## config.mk

```make
export PLATFORM = sky130hd
export DESIGN_NAME = llcp_front
export DESIGN_NICKNAME = d
export VERILOG_FILES = /design/src/llcp_pkg.sv /design/src/llcp_front.sv
export SDC_FILE = /design/constraint.sdc
export NUM_CORES = 2
export LEC_CHECK = 0
export BUFFER_PORTS_ARGS = -buffer_cell sky130_fd_sc_hd__buf_4
export CAP_MARGIN = 20
export CORE_AREA = 2 2 347 349
export DETAILED_ROUTE_END_ITERATION = 8
export DIE_AREA = 0 0 349 351
export PLACE_DENSITY = 0.67
export SYNTH_ARGS = -nofsm -noshare
export SYNTH_HDL_FRONTEND = slang
export SYNTH_SLANG_ARGS = --single-unit
```

## constraint.sdc

```tcl
create_clock -name aclk -period 27.9 [get_ports aclk]
set_clock_uncertainty 0.15 [all_clocks]
set_input_delay 4.185 -clock aclk [delete_from_list [all_inputs] [get_ports aclk]]
set_output_delay 4.185 -clock aclk [all_outputs]
set_load 0.01 [all_outputs]
```

## src/llcp_pkg.sv

```systemverilog
// Shared types and constants for the line-line closest points block.
// No dependencies.
package llcp_pkg;

    localparam int LANE_BITS = 32;

    typedef struct packed {
        logic valid;
        logic degen;
    } llcp_qctl_t;

endpackage

```

## src/llcp_front.sv

```systemverilog
// Front end: accepts beats, forms difference vectors, flags zero-length lines, 2-entry queue.
// Depends on llcp_pkg.
module llcp_front
    import llcp_pkg::*;
#(
    parameter  int COORD_BITS = 32,
    localparam int IW  = ((12 * COORD_BITS + 7) / 8) * 8,
    localparam int QDW = 6 * COORD_BITS + 9 * (COORD_BITS + 1)
) (
    input  logic           aclk,
    input  logic           aresetn,
    input  logic           s_tvalid,
    output logic           s_tready,
    input  logic [IW-1:0]  s_tdata,
    input  logic           pop,
    output llcp_qctl_t     q_ctl,
    output logic [QDW-1:0] q_data
);

    localparam int CB    = COORD_BITS;
    localparam int DW    = CB + 1;
    localparam int DEPTH = 2;

    logic [CB-1:0] a0 [3];
    logic [CB-1:0] a1 [3];
    logic [CB-1:0] b0 [3];
    logic [CB-1:0] b1 [3];
    logic [DW-1:0] d21 [3];
    logic [DW-1:0] d43 [3];
    logic [DW-1:0] d13 [3];
    logic          deg_a;
    logic          deg_b;
    logic          push;
    logic          pop_go;
    logic [QDW:0]  ent;

    logic [QDW:0]  mem_reg [DEPTH];
    logic          wp_reg;
    logic          rp_reg;
    logic [1:0]    cnt_reg;

    always_comb begin
        for (int i = 0; i < 3; i++) begin
            a0[i]  = s_tdata[i*CB +: CB];
            a1[i]  = s_tdata[(3+i)*CB +: CB];
            b0[i]  = s_tdata[(6+i)*CB +: CB];
            b1[i]  = s_tdata[(9+i)*CB +: CB];
            d21[i] = {a1[i][CB-1], a1[i]} - {a0[i][CB-1], a0[i]};
            d43[i] = {b1[i][CB-1], b1[i]} - {b0[i][CB-1], b0[i]};
            d13[i] = {a0[i][CB-1], a0[i]} - {b0[i][CB-1], b0[i]};
        end
        deg_a = (d21[0] == '0) && (d21[1] == '0) && (d21[2] == '0);
        deg_b = (d43[0] == '0) && (d43[1] == '0) && (d43[2] == '0);
        ent   = {deg_a | deg_b, d13[2], d13[1], d13[0], d43[2], d43[1], d43[0],
                 d21[2], d21[1], d21[0], b0[2], b0[1], b0[0], a0[2], a0[1], a0[0]};
    end

    assign s_tready = cnt_reg != 2'(DEPTH);
    assign push     = s_tvalid && s_tready;
    assign pop_go   = pop && (cnt_reg != '0);

    always_ff @(posedge aclk) begin
        if (!aresetn) begin
            wp_reg  <= 1'b0;
            rp_reg  <= 1'b0;
            cnt_reg <= '0;
        end else begin
            if (push) begin
                wp_reg <= !wp_reg;
            end
            if (pop_go) begin
                rp_reg <= !rp_reg;
            end
            cnt_reg <= cnt_reg + 2'(push) - 2'(pop_go);
        end
    end

    always_ff @(posedge aclk) begin
        if (push) begin
            mem_reg[wp_reg] <= ent;
        end
    end

    assign q_ctl.valid = cnt_reg != '0;
    assign q_ctl.degen = mem_reg[rp_reg][QDW];
    assign q_data      = mem_reg[rp_reg][QDW-1:0];

    ap_fill: assert property (@(posedge aclk) disable iff (!aresetn)
        (push && !pop_go) |=> cnt_reg == $past(cnt_reg) + 2'd1)
        else $error("queue count did not follow a push");

endmodule

```

==> metrics.csv <==
metric,value,unit
drt_iter0_drc,2318,
finalWirelength,163000,um
viasPerCell,5.48,
postRouteAntennaNets,0,
pre_cts_ws,18450,ps
crit_required,28210,ps
ys_seq_elements,985,
cts_max_path_buffers,3,
period_needed,8700,ps
fp.dieH,351,um
ff2ff_path_depth,8,
grt_overflow,0,
dieArea,122000,sq um
min_from,rp_reg,
worst_pin_slew,1200,ps
io_pins,880,
maxSlewViolCount,0,
first_pass_iters,5,
status,finished clean,
cts_hold_buffers,0,
ys_top_cells_by_area,"edfxtp_1 (58%), mux2_2 (11%), ha_1 (7.2%), xnor2_1 (3.0%), inv_1 (2.2%)",
vias,34647,
drive_gt1_frac,0.334,
yosysTopAreaCellShare,0.584,
grt_antenna_before_repair,21,
htree_levels,3,
worst_slack,19200,ps
cts_buffers,108,
dp_hpwl,128000,um
drv_cap,0,
nets,5362,
crit_fanout,5,
syn_inst,3736,
drc,0,
grt_pass1_vias,34036,
synth_cell_types,88,
cts_tree,built,
startpoint,s_tdata[193],
hold_depth,2,
cts_resized,0,
chipWidth,349,um
p_per_area,83.6,nW/um^2
initial_core_util,0.424,
fin_crit_sh,0.312,
syn_area,50400,sq um
syn_avg_cell_area,13.5,sq um
vdd_drop_max,0.0664,mV
max_freq,115,MHz
crit_path_end_kind,flop,
grt_max_degree,138,
yosysSeqAreaShare,0.586,
r2r_start,cnt_reg[0],
cts_setup_buffers,0,
ctsRootBufferMaster,clkbuf_16,
wl_per_cell,25.9,um
synth_ff_type,edfxtp_1,
grt_usage,0.257,
clock_latency,690,ps
rsz0062_at_grt,no,
port_buffers,879,
yosysWarnings,0,
coreArea,119000,sq um
start_kind,input port,
critPathArrivalTime,9010,ps
yosys-top-cells-count,"edfxtp_1 (980), mux2_2 (490), inv_1 (295)",
crit_type,in -> reg,
rows,127,
power,0.00522,W
max-slew-margin-rel,0.194,
p_leak,24.9,nW
yosys.area.top_type,edfxtp_1,
largest_reg_flops,980,
gp_congestion,0.893,
synth_nets,4423,
grt_pass1_wl,230000,um
cts_sinks,985,
hold_viol_final,0,
synth.most_common_cell,edfxtp_1,
instances_no_fill,6322,
setup_tns,0,ps
clk_pin_slew,60,ps
setup_viol,0,
synth-edff-count,980,
syn2layout_area_growth,23.8,%
dp_cells,6113,
hp-class,reg -> reg,
synthArstFlopShare,0,
finalCoreUtilization,0.524,
per-stage QoR:
stage / cell area (sq um) / hold WS (ps)
2_1_floorplan: 50400 / 354
3_3_place_gp: 58900 / 371
3_5_place_dp: 58900 / 381
4_1_cts: 62400 / 401
5_1_grt: 62400 / 424
6_report: 62400 / 390
area by class of cell:
class | count | area [sq um]
antenna | 16 | 40.0
clock buffer | 136 | 2880
clock inverter | 57 | 589
fill | 10262 | 56600
inverter | 295 | 1110
multi-input combinational | 2380 | 19500
sequential | 985 | 29500
tap | 1548 | 1940
timing repair buffer | 905 | 6820
per-layer routing:
metal	part of all wire	track usage
met1	0.40	0.314
met2	0.49	0.439
met5	0.00055	0
met3	0.070	0.0626
met4	0.038	0.0992
worst paths after layout:
kind,to,slack (ps)
max reg2reg,mem_reg[0][367],23240
min reg2reg,rp_reg,390
min,rp_reg,390
max,mem_reg[1][489],19200
where the power goes:
| group | total [W] | leakage, nW | internal (W) | switching, W |
|---|---|---|---|---|
| registers | 0.00200 | 9.19 | 0.00194 | 0.0000561 |
| clock network | 0.00141 | 1.67 | 0.000821 | 0.000591 |
| logic | 0.00181 | 14.0 | 0.000797 | 0.00101 |
| total | 0.00522 | 24.9 | 0.00356 | 0.00166 |
kinds of logic (layout without fill, tap and decap cells):
group	after synthesis	in the layout	share of synthesized area
AOI/OAI and AO/OA	710	710	0.0936
xor gates and xnor gates	241	241	0.0419
other	0	16	0
adders and majority gates	299	299	0.0756
muxes	491	491	0.110
and+or+nand+nor	639	639	0.0658
buffers and inverters	371	1393	0.0278
DFF	985	985	0.586
cell usage in the layout (no fill, tap or decap), types with 10 or more instances in the layout:
cell / instances
o31ai_1: 12
xor2_1: 71
nand4_1: 18
o21a_1: 44
mux2_2: 490
clkinv_2: 11
and2_1: 16
o211ai_1: 18
a31oi_1: 25
or2_2: 17
clkinv_1: 19
bufinv_16: 10
a21oi_1: 206
a211oi_1: 23
nor4_1: 18
a21o_1: 103
and4_1: 12
and3_1: 29
clkbuf_16: 110
ha_1: 290
nand2b_1: 33
xnor2_1: 169
o2111ai_1: 11
o21ai_0: 104
nor3_1: 40
nand2_1: 128
nor2_1: 165
nor2b_1: 39
a21boi_0: 15
nand3b_1: 11
inv_1: 295
diode_2: 16
nand3_1: 47
o21bai_1: 26
clkbuf_1: 23
or3_1: 25
buf_4: 902
edfxtp_1: 980
worst max-delay path, cell delays in order:
cell,delay (ps)
buf_4,130
inv_1,70
ha_1,280
nor2b_1,160
o2111ai_1,280
nand3_1,220
a221o_1,450
a21oi_2,290
o21ai_1,160
xnor2_1,400
nor4_1,350
buf_2,250
nor4bb_1,580
and4b_1,280
nand4b_1,100
or4b_1,490
o41ai_2,330
No activity file was read; power rests on OpenSTA's default activity.
